File: src/iralu_pkg.sv
// Types and operation codes of the IR ALU with variable file.
package iralu_pkg;

    localparam int DATA_W = 32;

    // Operation codes carried in the kind field.
    localparam logic [4:0] KIND_AND      = 5'd0;
    localparam logic [4:0] KIND_OR       = 5'd1;
    localparam logic [4:0] KIND_NOT      = 5'd2;
    localparam logic [4:0] KIND_XOR      = 5'd3;
    localparam logic [4:0] KIND_ADD      = 5'd4;
    localparam logic [4:0] KIND_ADD_LONG = 5'd5;
    localparam logic [4:0] KIND_SUB      = 5'd6;
    localparam logic [4:0] KIND_MUL      = 5'd7;
    localparam logic [4:0] KIND_MUL_LONG = 5'd8;
    localparam logic [4:0] KIND_LSL      = 5'd9;
    localparam logic [4:0] KIND_LSR      = 5'd10;
    localparam logic [4:0] KIND_ASR      = 5'd11;
    localparam logic [4:0] KIND_ROR      = 5'd12;
    localparam logic [4:0] KIND_BS_LSL   = 5'd13;
    localparam logic [4:0] KIND_BS_LSR   = 5'd14;
    localparam logic [4:0] KIND_BS_ASR   = 5'd15;
    localparam logic [4:0] KIND_BS_ROR   = 5'd16;
    localparam logic [4:0] KIND_RRX      = 5'd17;
    localparam logic [4:0] KIND_CLZ      = 5'd18;
    localparam logic [4:0] KIND_CMP      = 5'd19;
    localparam logic [4:0] KIND_COPY     = 5'd20;
    localparam logic [4:0] KIND_GETBIT   = 5'd21;
    localparam logic [4:0] KIND_SETBIT   = 5'd22;
    localparam logic [4:0] KIND_LAST     = KIND_SETBIT;

    // Compare types in the variant field.
    localparam logic [1:0] CMP_EQ = 2'd0;
    localparam logic [1:0] CMP_LT = 2'd1;
    localparam logic [1:0] CMP_GE = 2'd2;
    localparam logic [1:0] CMP_GT = 2'd3;

    typedef struct packed {
        logic [4:0]        kind;
        logic [5:0]        dest_index;
        logic [5:0]        dest2_index;
        logic              a_from_var;
        logic [DATA_W-1:0] a_operand;
        logic              b_from_var;
        logic [DATA_W-1:0] b_operand;
        logic              c_from_var;
        logic [DATA_W-1:0] c_operand;
        logic              d_from_var;
        logic [DATA_W-1:0] d_operand;
        logic [1:0]        variant;
    } cmd_t;

    typedef struct packed {
        logic [DATA_W-1:0] primary_value;
        logic [DATA_W-1:0] secondary_value;
        logic [1:0]        writes;
    } result_t;

    // Leading zero count by halving search; all zeros gives 32.
    function automatic logic [5:0] clz32(logic [31:0] v);
        logic [31:0] t;
        logic [5:0]  n;
        t = v;
        n = 6'd0;
        if (v == 32'd0) begin
            n = 6'd32;
        end
        else begin
            if (t[31:16] == 16'd0) begin
                n = n + 6'd16;
                t = t << 16;
            end
            if (t[31:24] == 8'd0) begin
                n = n + 6'd8;
                t = t << 8;
            end
            if (t[31:28] == 4'd0) begin
                n = n + 6'd4;
                t = t << 4;
            end
            if (t[31:30] == 2'd0) begin
                n = n + 6'd2;
                t = t << 2;
            end
            if (t[31] == 1'b0) begin
                n = n + 6'd1;
            end
        end
        return n;
    endfunction

endpackage

File: src/iralu_mem.sv
// Variable bank: one write port, two read ports with registered read data.
module iralu_mem #(
    parameter int DEPTH = 64
) (
    input  logic                         clk,
    input  logic                         we,
    input  logic [$clog2(DEPTH)-1:0]     waddr,
    input  logic [iralu_pkg::DATA_W-1:0] wdata,
    input  logic [$clog2(DEPTH)-1:0]     raddr0,
    input  logic [$clog2(DEPTH)-1:0]     raddr1,
    output logic [iralu_pkg::DATA_W-1:0] rdata0,
    output logic [iralu_pkg::DATA_W-1:0] rdata1
);

    logic [iralu_pkg::DATA_W-1:0] mem [DEPTH];

    always_ff @(posedge clk)
    begin
        if (we)
        begin
            mem[waddr] <= wdata;
        end
        rdata0 <= mem[raddr0];
        rdata1 <= mem[raddr1];
    end

endmodule

File: config.mk
export PLATFORM = sky130hd
export DESIGN_NAME = iralu_mem
export DESIGN_NICKNAME = d
export VERILOG_FILES = /design/src/iralu_pkg.sv /design/src/iralu_mem.sv
export SDC_FILE = /design/constraint.sdc
export NUM_CORES = 2
export LEC_CHECK = 0
export BUFFER_PORTS_ARGS = -buffer_cell sky130_fd_sc_hd__buf_4
export CAP_MARGIN = 20
export CORE_MARGIN = 2
export CORE_UTILIZATION = 60
export CTS_CLUSTER_DIAMETER = 150
export DETAILED_ROUTE_END_ITERATION = 8
export PLACE_DENSITY = 0.76
export RECOVER_POWER = 25
export REMOVE_ABC_BUFFERS = 1
export SLEW_MARGIN = 15
export SYNTH_ARGS = -nofsm -noshare
export SYNTH_HDL_FRONTEND = slang
export SYNTH_SLANG_ARGS = --single-unit
File: constraint.sdc
create_clock -name clk -period 8.5 [get_ports clk]
set_clock_uncertainty 0.15 [all_clocks]
set_input_delay 1.275 -clock clk [delete_from_list [all_inputs] [get_ports clk]]
set_output_delay 1.275 -clock clk [all_outputs]
set_load 0.03 [all_outputs]
* Word level (Yosys, flattened, before mapping)
Memories as Yosys holds them, arrays and structs flattened. A register that Yosys moved wholly into a read port is not among the register bits.
Cells that the tools add are included.
** Word-level totals
- Flip-flop bits (word level) :: 0
- Latch bits :: 0
- Bits in writable memories :: 2048
- Memory bits (read-only) :: 0
- Input port bits :: 52
- Output and inout bits :: 64
- Word-level logic and storage cells :: 3
- Memories :: 1
** Operators by class
- Add/subtract/negate cells :: 0
- $mul :: 0
- Divide/modulo/power cells :: 0
- Magnitude comparators :: 0
- Eq/ne operators :: 0
- Shift operators :: 0
- Muxes and demuxes :: 2
- Bitwise logic cells :: 0
- Reduce and logical (&&, ||, !) cells :: 0
** Memory list
- mem :: words 64, width 32, read ports 2, clocked after Yosys merged registers in 2, wr ports 1, line iralu_mem.sv:15 : logic [iralu_pkg::DATA_W-1:0] mem [DEPTH];
** Operators with widths (number)
- $mux W1 :: 2

* Logic depth before layout (Yosys ltp)
- Depth after elaboration :: 2
- Gate-level depth with buffers :: 10
- Mapped depth without buffers :: 5

* Worst setup path before layout
Ideal clock, no wire load.
- Path type :: input-to-reg
- From :: input port waddr[3]
- To :: memory mem[48][0] (netlist name) (enable)
- Library setup time :: 0.461 ns
- Arrival :: 4.005 ns
- Data required time :: 7.889 ns
- Setup slack :: 3.884 ns
- Stages :: 4
- Buffers on the path :: 1
- Path through :: clkbuf_1 nor2b_1 nand4b_1 nor3_1
** RTL lines
- start, declared :: line iralu_mem.sv:7 : input logic [$clog2(DEPTH)-1:0] waddr,
- end, declared :: line iralu_mem.sv:15
Straight into the memory's write port.

==> impl_results.md <==
* Yosys warning count at 0
* Unique masters post-synth at 38
* Die height at 403 um
* Initial DRC Count at 9148
* Fill cells at 9651
* R2R Path Start: mem[31][22]
* Max Freq at 244 MHz
* Clock Latency Late Sink at 0.87 ns
* PortBufs at 115
* Setup WS pre-CTS at 3.62 ns
* Final slew viol count at 1755
* Leak at 33.1 nW
* Worst path required time at 9.16 ns
* FP Rows at 146
* Chip width at 403 um
* Flop and latch count out of synthesis at 2112
* Most common cell after layout, fill and taps aside: edfxtp_1
* Vias/cell at 7.75
* Pin count of the biggest net entering global routing at 110
* Die ar. at 163000 um2
* Nets at 4576
* # setup viols final at 0
* Clock Root Buffer: clkbuf_16
* Cts hold-fix bufs at 0
* Total of max-cap violations at 27
* Area Overhead vs Synth at 10.6%
* Clock transition at path regs at 0.06 ns
* GPL Wtd Cong at 0.847
* Post-Synthesis Cells at 4412
* Setup ws final at 4.41 ns
* Status: finished, violations left
* Power per Cell Area at 214 nW/um2
* Final HPWL DP at 154000 um
* Critical path class: primary input to register
* RSZ-0062 raised after global routing: no
* Crit. End Element: register
* Synth Cell Area at 95700 um2
* Overflow after GRT at 0
* Slew headroom at -98.4%
* Resized cells post-CTS at 0
* DR WL/cell at 41.5 um
* Fin crit period at 4.09 ns
* Vias in the first global route at 52100
* Min-Delay Path Class: register to register
* FF+latch area at 62800 um2
* DRC Markers at 0
* Via count at 52500
* Pre-Repair DR Iteration Count at 6
* Slew at the pin closest to its max-slew limit at 2.98 ns
* Clock sinks at 2112
* Share of cells above drive strength 1 at 37.6%
* Area of the multi-input gates at 31700 um2
* Antenna viol nets, final at 0
* Sequential element share of the synthesized area at 65.6%
* Peak supply drop at 0.214 mV
* CTS H-Tree Depth at 4
* Clock tree buffer depth at 3
* Number of buffers created by CTS at 207
* Failing checks: max-capacitance violations, max-slew violations
* Most frequent cells in the layout: 2048 x edfxtp_1, 1124 x mux4_2, 211 x clkbuf_16
* CP startpoint kind: primary input
* Min-delay src: mem[36][7]
* Yosys top cell area share at 64.3%
* Worst EP arrival at 4.75 ns
* I/O Pins at 116
* Largest area contributor in the netlist: edfxtp_1
* Share of the clock period used by the worst path at 48.1%
* Starting Density at 60.4%
* Area contributors post-synth: edfxtp_1 64%, mux4_2 26%, mux2i_1 2.1%
* Core Area at 158000 um2
* Antenna violations before repair at 15
* Critical Path Start: raddr0[2]
* WL final at 281000 um
* Syn Area/Cell at 21.7 um2
* Gr usage total at 35.2%
* Final hold violations at 0
* CP max FO at 79
* Post-CTS setup buffers at 0
* First-pass GRT wire length at 394000 um
* Setup TNS at 0 ns
* TritonCTS clock tree: done
## cell type report
class	count	share of cell area [%]
diodes	5	0.0118
multi-input cells	1952	29.9
repair buffers	250	1.91
clock buffers	283	5.44
inverters	1	0.00355
well taps	2072	2.45
clock inverters	103	0.938
flip-flops and latches	2112	59.3
## per-stage QoR
step	hold WS [ns]	area, um2	cells	utilization, %	power (mW)
global route	0.699	106000	6774	66.8	23.2
CTS	0.659	106000	6772	66.9	22.7
detailed placement	0.686	99100	6386	62.6	13.7
floorplan	0.630	93900	4065	-	12.7
finish	0.692	106000	6778	66.8	22.7
global placement	0.680	99100	6385	62.6	13.7
## worst max-delay path, cell delays in order
cell	delay, ns
buf_8	0.49
buf_4	0.78
nor2b_4	0.27
buf_4	0.56
and2_1	0.64
a32oi_1	0.11
o21ai_0	0.25
o32a_1	0.22
## cells in the mapped netlist
| cell | count |
|---|---|
| nand2b_1 | 8 |
| a21boi_1 | 1 |
| a32oi_1 | 9 |
| a211oi_1 | 15 |
| nand3_1 | 9 |
| inv_2 | 1 |
| dfxtp_1 | 64 |
| o41ai_1 | 1 |
| and2_1 | 6 |
| buf_4 | 55 |
| o211ai_1 | 27 |
| nor2_1 | 94 |
| o32a_1 | 9 |
| o21ai_0 | 18 |
| o21ai_1 | 31 |
| or3_1 | 2 |
| nand4_1 | 2 |
| clkbuf_1 | 135 |
| mux2i_1 | 204 |
| buf_1 | 25 |
| mux4_2 | 1124 |
| a221oi_1 | 13 |
| o22ai_1 | 56 |
| nor2b_1 | 19 |
| o211a_1 | 1 |
| a21oi_1 | 58 |
| edfxtp_1 | 2048 |
| or3b_2 | 2 |
| nand4b_1 | 1 |
| nand3b_1 | 6 |
| nand2_1 | 93 |
| a22oi_1 | 85 |
| or2_2 | 3 |
| o221ai_1 | 16 |
| buf_2 | 121 |
| buf_6 | 11 |
| mux2_2 | 36 |
| nor3_1 | 3 |
## kinds of logic after synthesis
group	Yosys count	share of synthesized area (%)
DFF	2112	65.6
muxes	1364	29.0
buffers and inverters	348	1.83
AOI/OAI and AO/OA	340	2.39
and+or+nand+nor	248	1.13
## per-layer routing
layer,vias up,GRT usage (%),wire (um)
met4,12,13.5,11900
met3,685,12.6,45500
met5,-,0,80
met2,4341,51.5,128000
li1,19700,-,-
met1,27800,49.3,95900
## report_power, final
group	total (mW)	internal [mW]	switching, mW
clock	9.16	5.20	3.96
sequential	11.6	11.5	0.0858
combinational	1.91	0.766	1.14
## final timing paths
path | endpoint | slack [ns] | cells after the start
worst max register to register | rdata1[22] | 5.81 | 4
worst min-delay path | rdata0[7] | 0.69 | 4
worst max-delay path | rdata0[0] | 4.41 | 8
worst min register to register | rdata0[7] | 0.69 | 4
## state kept, by name, indices dropped and copies added (netlist names)
name	cells
rdata0	32
mem	2048
rdata1	32
(Power assumes the default switching activity.)
