[src/iralu_idx.sv]
// Variable index reduction modulo the file size, two register stages.
module iralu_idx #(
    parameter int VARIABLE_COUNT = 64
) (
    input  logic                              clk,
    input  logic [31:0]                       x,
    output logic [$clog2(VARIABLE_COUNT)-1:0] idx
);

    localparam int IDX_W = $clog2(VARIABLE_COUNT);
    localparam bit IS_POW2 = ((VARIABLE_COUNT & (VARIABLE_COUNT - 1)) == 0);

    generate
        if (IS_POW2) begin : g_mask
            logic [IDX_W-1:0] x1_reg;
            logic [IDX_W-1:0] x2_reg;

            always_ff @(posedge clk)
            begin
                x1_reg <= x[IDX_W-1:0];
                x2_reg <= x1_reg;
            end

            assign idx = x2_reg;
        end
        else begin : g_recip
            // Floor reciprocal: the quotient estimate is low by at most one.
            localparam logic [31:0] RECIP = 32'((64'd1 << 32) / VARIABLE_COUNT);
            localparam logic [31:0] COUNT = 32'(VARIABLE_COUNT);

            logic [63:0] prod;
            logic [31:0] q_reg;
            logic [31:0] x1_reg;
            logic [31:0] qn_reg;
            logic [31:0] x2_reg;
            logic [31:0] rem;
            logic [31:0] rem_fix;

            assign prod = 64'(x) * 64'(RECIP);

            always_ff @(posedge clk)
            begin
                q_reg  <= prod[63:32];
                x1_reg <= x;
                qn_reg <= 32'(q_reg * COUNT);
                x2_reg <= x1_reg;
            end

            assign rem     = x2_reg - qn_reg;
            assign rem_fix = (rem >= COUNT) ? (rem - COUNT) : rem;
            assign idx     = rem_fix[IDX_W-1:0];
        end
    endgenerate

endmodule

[config.mk]
export PLATFORM = sky130hd
export DESIGN_NAME = iralu_idx
export DESIGN_NICKNAME = d
export VERILOG_FILES = /design/src/iralu_idx.sv
export SDC_FILE = /design/constraint.sdc
export NUM_CORES = 1
export LEC_CHECK = 0
export ABC_AREA = 1
export BUFFER_PORTS_ARGS = -buffer_cell sky130_fd_sc_hd__buf_2
export CORE_AREA = 2 2 39 41
export DETAILED_ROUTE_END_ITERATION = 7
export DIE_AREA = 0 0 41 43
export HOLD_SLACK_MARGIN = 0.1
export SLEW_MARGIN = 0
export SYNTH_ARGS = -nofsm -noshare
export SYNTH_HDL_FRONTEND = slang
export SYNTH_SLANG_ARGS = --single-unit
[constraint.sdc]
create_clock -name clk -period 0.8 [get_ports clk]
set_clock_uncertainty 0.1 [all_clocks]
set_input_delay 0.16 -clock clk [delete_from_list [all_inputs] [get_ports clk]]
set_output_delay 0.16 -clock clk [all_outputs]
set_load 0.01 [all_outputs]
Word-level counts from Yosys, hierarchy flattened. Cells that the tools add are included. W data, S select, Z words.

Word-level logic and storage cells: 2. Flip-flop bits (word level): 12. Input bits: 33. Output and inout port bits: 6.

Longest topological paths before layout. Gate-level depths: netlist of run 1.

Depth after elaboration: 0. Gate-level depth with buffers: 0. Mapped depth without buffers: 0.

Worst setup path after synthesis of run 1. OpenSTA, ideal clock, no wires.

Path type: flip-flop to output port. From: register g_mask.x2_reg[0], in the netlist idx[0]. To: output port idx[0]. Cell stages (with the launch flop): 1. Path slack: 0.209 ns. Data arrival time: 0.331 ns. Cells stage by stage: dfxtp_1.

RTL lines: from (decl) (RTL line 16) `logic [IDX_W-1:0] x2_reg;`; from (signal assigned) (RTL line 21) `x2_reg <= x1_reg;`; to (decl) (RTL line 7) `output logic [$clog2(VARIABLE_COUNT)-1:0] idx`.

No word-level cell between the ends.

Worst setup path after layout of run 1.
From: register g_mask.x2_reg[4], in the netlist idx[4]. To: output port idx[4].

No word-level cell between the ends.

==> run metrics, run 1 <==
result of the run finished, violations left; failing checks setup timing; sequential share of the synthesized area 100%; Final Worst Setup Slack -0.150 ns; initial antenna violation count 0; # rows 14; number of violations of the max-capacitance limit 0; CP top delay family flip-flops; count of routing violations after the opening detailed-route iteration 0; count of endpoints failing hold in the final timing report 0; total number of yosys warnings 0; slowest stage cell on the critical path dfxtp_1; final cell utilization of the core 30.2%; post-route DRC violation count 0; average routed wire per standard cell 8.35 um; CTS Root Cell clkbuf_4; capturing element type of the critical path primary output; Max Transition Viols Final 0; largest net degree at the start of global routing 7; pre-CTS WS 0.124 ns; number of distinct library cells after synthesis 1; Rel. slew slack 95.9%; net switching power between 150 and 200 uW; Worst Max-Slew Pin Slew 0.0620 ns; combinational power share under 10%; Total Die Area ~1800 um^2; number of global-route vias before repair 162; Routed WL ~400 um; Arr. time, crit path 0.69 ns; Cell Pwr Density 2480 nW/um^2; path class of the lowest-slack min-delay path flop to flop; share of cells above drive strength 1 51.5%; period utilization 119%; Crit Path Category flop to primary output; clock share of power a little under a third; Achievable Freq 1050 MHz; CTS tree built; global-route wire length before repair 579 um; routed via count divided by cell count between 2 and 3; number of optimization iterations in the first detailed-route pass 1; list of cells traversed by the critical path buf_2; Synth Net Count 45; Starting Density 17.4%; post-route ant nets 0; Diodes inserted 0; clock net sink count 12; required time at the endpoint of the critical path between 0.5 and 0.6 ns; count of buffers from port buffering 12; Core ar. ~1400 um^2; critical path peak fanout 1; top-level I/O count 39; Die Y 43 um; GRT overflow 0; number of setup violations in the final report 6; Die X between 40 and 50 um; leading cell types in the layout, fill and taps excluded 10 x dfxtp_1, 10 x buf_2, 6 x dlygate4sd3_1, 3 x clkbuf_4; clk slew on worst S/H paths 0.06 ns; total standard cell area after synthesis 240 um^2; number of clock buffers inserted by TritonCTS 3; smallest hold slack 0.227 ns; insertion delay to the later sink of the worst-skew pair around 0.25 ns; synthesized instance count 12; switching share of power 18.0%; overall global routing resource usage 5.59%; static power due to leakage around 0.19 nW; minimum clock period after layout roughly 0.95 ns; CP Buf/Inv Count 1; fill count 150; maximum count of clock buffers along a single path 2; worst-case vdd ir drop between 0.8 and 0.9 mV; Setup Buffers After CTS 0; Slowest Stage Delay on Critical Path 0.31 ns; Syn-to-layout area delta 74.0%; total via count in the routed design 146; Final GP Congestion a little under 0.6; flip-flop and latch count after synthesis 12; nets@finish around 70; synthesized area per cell 20.0 um^2; total area of multi-input combinational cells 0 um^2; multi-input combinational cell count 0; sequential share of power around three fifths; Worst setup SP type flop; unrepaired setup endpoints after global routing true; internal power contribution 849 uW; Clock H-tree levels 1
[per-stage QoR]
stage / instance area (um^2) / std cells / setup TNS (ns) / power [mW]
detailed placement: 320 / 40 / 0 / 0.688
global placement: 320 / 40 / 0 / 0.688
floorplan: 240 / 12 / 0 / 0.658
finish: 418 / 49 / -0.856 / 1.04
global route: 418 / 49 / -1.06 / 1.09
CTS: 403 / 49 / -0.943 / 1.04
[power groups by stage]
stage	Sequential, mW	Combinational, mW	Clock (mW)
floorplan	0.658	0	0
global placement	0.650	0.0374	0
detailed placement	0.650	0.0381	0
CTS	0.636	0.0598	0.346
global route	0.640	0.0720	0.379
finish	0.639	0.0661	0.331
[worst paths after layout]
kind                                        from  endpoint  slack, ns  depth (start not counted)
worst max-delay path                      idx[4]    idx[4]      -0.15                          1
worst min-delay path            g_mask.x1_reg[0]    idx[0]       0.23                          0
worst max register to register  g_mask.x1_reg[4]    idx[4]       0.30                          0
worst min register to register  g_mask.x1_reg[0]    idx[0]       0.23                          0
[cell usage after synthesis]
cell type   n  area (um^2)
dfxtp_1    12          240
[timing repair]
item | CTS | global route
gates resized for setup | 0 | 4
endpoints found under the setup margin | 6 | 6
hold endpoints to repair | 6 | 0
hold buffers | 6 | 0
[area by class of cell]
cell class,count,area [um^2],area share (%)
Sequential cell,12,243,58.1
Timing Repair Buffer,18,133,31.7
Clock buffer,3,22.5,5.39
Tap cell,16,20.0,4.79
[per-layer routing]
layer  vias up  track usage, %  wire length [um]
li1         78               -                 -
met1        55            5.02               163
met2        13            7.81               183
met3         0            3.14                63
met4         0            6.00                 0
met5         -               0                 0
[kinds of logic (layout without fill, tap and decap cells)]
family | Yosys count | in the layout | share of synthesized area (%)
buf+inv | 0 | 21 | 0
flops | 12 | 12 | 100
Power figures use the tool's default switching activity.
==> inputs of run 2 (changes only) <==
--- a/config.mk
+++ b/config.mk
@@ -11,6 +11,7 @@
 export DETAILED_ROUTE_END_ITERATION = 7
 export DIE_AREA = 0 0 41 43
 export HOLD_SLACK_MARGIN = 0.1
+export RECOVER_POWER = 100
 export SLEW_MARGIN = 0
 export SYNTH_ARGS = -nofsm -noshare
 export SYNTH_HDL_FRONTEND = slang
==> run 2 against run 1 <==
Via count unchanged. Hold slack barely moved. Sequential share of layout area up 0.17 points. Final cell count did not move. Critical endpoint unchanged. Die area stayed put. Non-clock buffer count unchanged. The run still ends with setup timing left. Sequential cell count did not move. Critical path type unchanged. First-iteration DRC count unchanged. Clock-buffer cell count is the same. Wire length did not move. Clock power barely moved.
==> run metrics, run 2 (synthesized netlist as in run 1, its figures left out) <==
Die Y 43 um (unchanged); total area of multi-input combinational cells 0 um^2 (unchanged); post-route ant nets 0 (unchanged); unrepaired setup endpoints after global routing true (unchanged); path class of the lowest-slack min-delay path flop to flop (unchanged); Final GP Congestion 0.591 (unchanged); total via count in the routed design 146 (unchanged); number of clock buffers inserted by TritonCTS 3 (unchanged); startpoint of the worst-slack reg-to-reg timing path g_mask.x1_reg[4] (unchanged); initial antenna violation count 0 (unchanged); # rows 14 (unchanged); nets@finish 68 (unchanged); capturing element type of the critical path primary output (unchanged); period utilization 119% (unchanged); Core ar. 1380 um^2 (unchanged); Worst setup SP type flop (unchanged); Achievable Freq 1050 MHz (unchanged); Cell Pwr Density 2480 nW/um^2 (about the same); minimum clock period after layout 0.950 ns (unchanged); overall global routing resource usage 5.59% (unchanged); CTS tree built (unchanged); register-to-register setup slack 0.30 ns (about the same); largest net degree at the start of global routing 7 (unchanged); maximum count of clock buffers along a single path 2 (unchanged); fill count 151 (was 150); number of setup violations in the final report 6 (unchanged); clk slew on worst S/H paths 0.06 ns (about the same); share of cells above drive strength 1 48.5% (was 51.5%); Worst Max-Slew Pin Slew 0.0620 ns (unchanged); GRT overflow 0 (unchanged); Die X 41 um (unchanged); count of endpoints failing hold in the final timing report 0 (unchanged); Clock H-tree levels 1 (unchanged); list of cells traversed by the critical path buf_2 (unchanged); global-route wire length before repair 579 um (unchanged); Max Transition Viols Final 0 (unchanged); clock net sink count 12 (unchanged); required time at the endpoint of the critical path 0.54 ns (about the same); most frequent standard cell in the layout excluding fill and tap cells dfxtp_1; number of optimization iterations in the first detailed-route pass 1 (unchanged); cells on worst reg2reg path 0 (unchanged); multi-input combinational cell count 0 (unchanged); setup TNS -0.857 ns (was -0.856 ns); average routed wire per standard cell 8.35 um (unchanged); critical path peak fanout 1 (unchanged); critical hold path startpoint g_mask.x1_reg[0] (unchanged); number of global-route vias before repair 162 (unchanged); leading cell types in the layout, fill and taps excluded 10 x dfxtp_1, 9 x buf_2, 6 x dlygate4sd3_1, 3 x clkbuf_4 (was 10 x dfxtp_1, 10 x buf_2, 6 x dlygate4sd3_1, 3 x clkbuf_4); count of buffers from port buffering 12 (unchanged); slowest stage cell on the critical path dfxtp_1 (unchanged); count of routing violations after the opening detailed-route iteration 0 (unchanged); CTS Root Cell clkbuf_4 (unchanged); insertion delay to the later sink of the worst-skew pair 0.25 ns (about the same); Syn-to-layout area delta 73.4% (was 74.0%); CP top delay family flip-flops (unchanged); worst-case vdd ir drop 0.878 mV (was 0.881 mV); Diodes inserted 0 (unchanged); Arr. time, crit path 0.69 ns (about the same); Hold EP idx[0] (unchanged); routed via count divided by cell count 2.98 (unchanged); CP Buf/Inv Count 1 (unchanged); number of violations of the max-capacitance limit 0 (unchanged); count of cells along the worst hold path 0 (unchanged); Total Die Area 1760 um^2 (unchanged); top-level I/O count 39 (unchanged); static power due to leakage 0.189 nW (was 0.192 nW); Final Worst Setup Slack -0.150 ns (unchanged); Slowest Stage Delay on Critical Path 0.31 ns (about the same); Starting Density 17.4% (unchanged); Rel. slew slack 95.9% (unchanged); critical register-to-register path endpoint idx[4] (unchanged); failing checks setup timing (unchanged); post-route DRC violation count 0 (unchanged); result of the run finished, violations left (unchanged); Routed WL 409 um (unchanged); Crit Path Category flop to primary output (unchanged); final cell utilization of the core 30.1% (was 30.2%)
run 2: changes by cell type in the layout (fill, tap and decap cells not counted), sizes merged:
| cell | previous run | this run |
|---|---|---|
| buf | 12 | 11 |
| clkbuf | 3 | 4 |
run 2: cell type report:
| cell class | instances | area, um^2 | area share (%) |
|---|---|---|---|
| sequential | 12 | 243 | 58.3 |
| timing repair buffer | 18 | 131 | 31.5 |
| clock buffer | 3 | 22.5 | 5.41 |
| tap | 16 | 20.0 | 4.80 |
run 2: routing by layer:
metal / share of wire, % / vias to the layer above / GRT usage (%)
met2: 45 / 13 / 7.81
met1: 40 / 55 / 5.02
met4: 0 / 0 / 6.00
met5: 0 / - / 0
li1: - / 78 / -
met3: 15 / 0 / 3.14
run 2: report_power, final:
| part | leakage (nW) | switching, mW | internal, mW |
|---|---|---|---|
| registers | 0.101 | 0.00803 | 0.631 |
| clock network | 0.0138 | 0.158 | 0.173 |
| logic | 0.0737 | 0.0209 | 0.0446 |
| total | 0.189 | 0.187 | 0.848 |
run 2: what timing repair did:
action,in CTS,in global routing
hold buffers,6,0
setup endpoints to repair,6,6
endpoints found under the hold margin,6,0
setup buffers,0,0
gates resized for setup,0,4
pin swaps,0,0
run 2: how the worst max path moves through the flow:
stage / from / end / slack [ns] / cells past startpoint
after global placement: idx[0] / idx[0] / 0.13 / 1
final: idx[4] / idx[4] / -0.15 / 1
after global routing: idx[1] / idx[1] / -0.19 / 1
after CTS: idx[0] / idx[0] / -0.16 / 1
after floorplan: idx[0] / idx[0] / 0.21 / 0
after detailed placement: idx[0] / idx[0] / 0.12 / 1
run 2: metrics by stage:
| step | area, um^2 | worst slack [ns] | std cells | power [mW] | hold WS [ns] |
|---|---|---|---|---|---|
| after floorplan | 240 | 0.209 | 12 | 0.658 | 0.0877 |
| after global placement | 320 | 0.125 | 40 | 0.688 | 0.165 |
| after detailed placement | 320 | 0.124 | 40 | 0.688 | 0.164 |
| after CTS | 403 | -0.162 | 49 | 1.04 | 0.228 |
| after global routing | 417 | -0.186 | 49 | 1.09 | 0.230 |
| final | 417 | -0.150 | 49 | 1.04 | 0.227 |
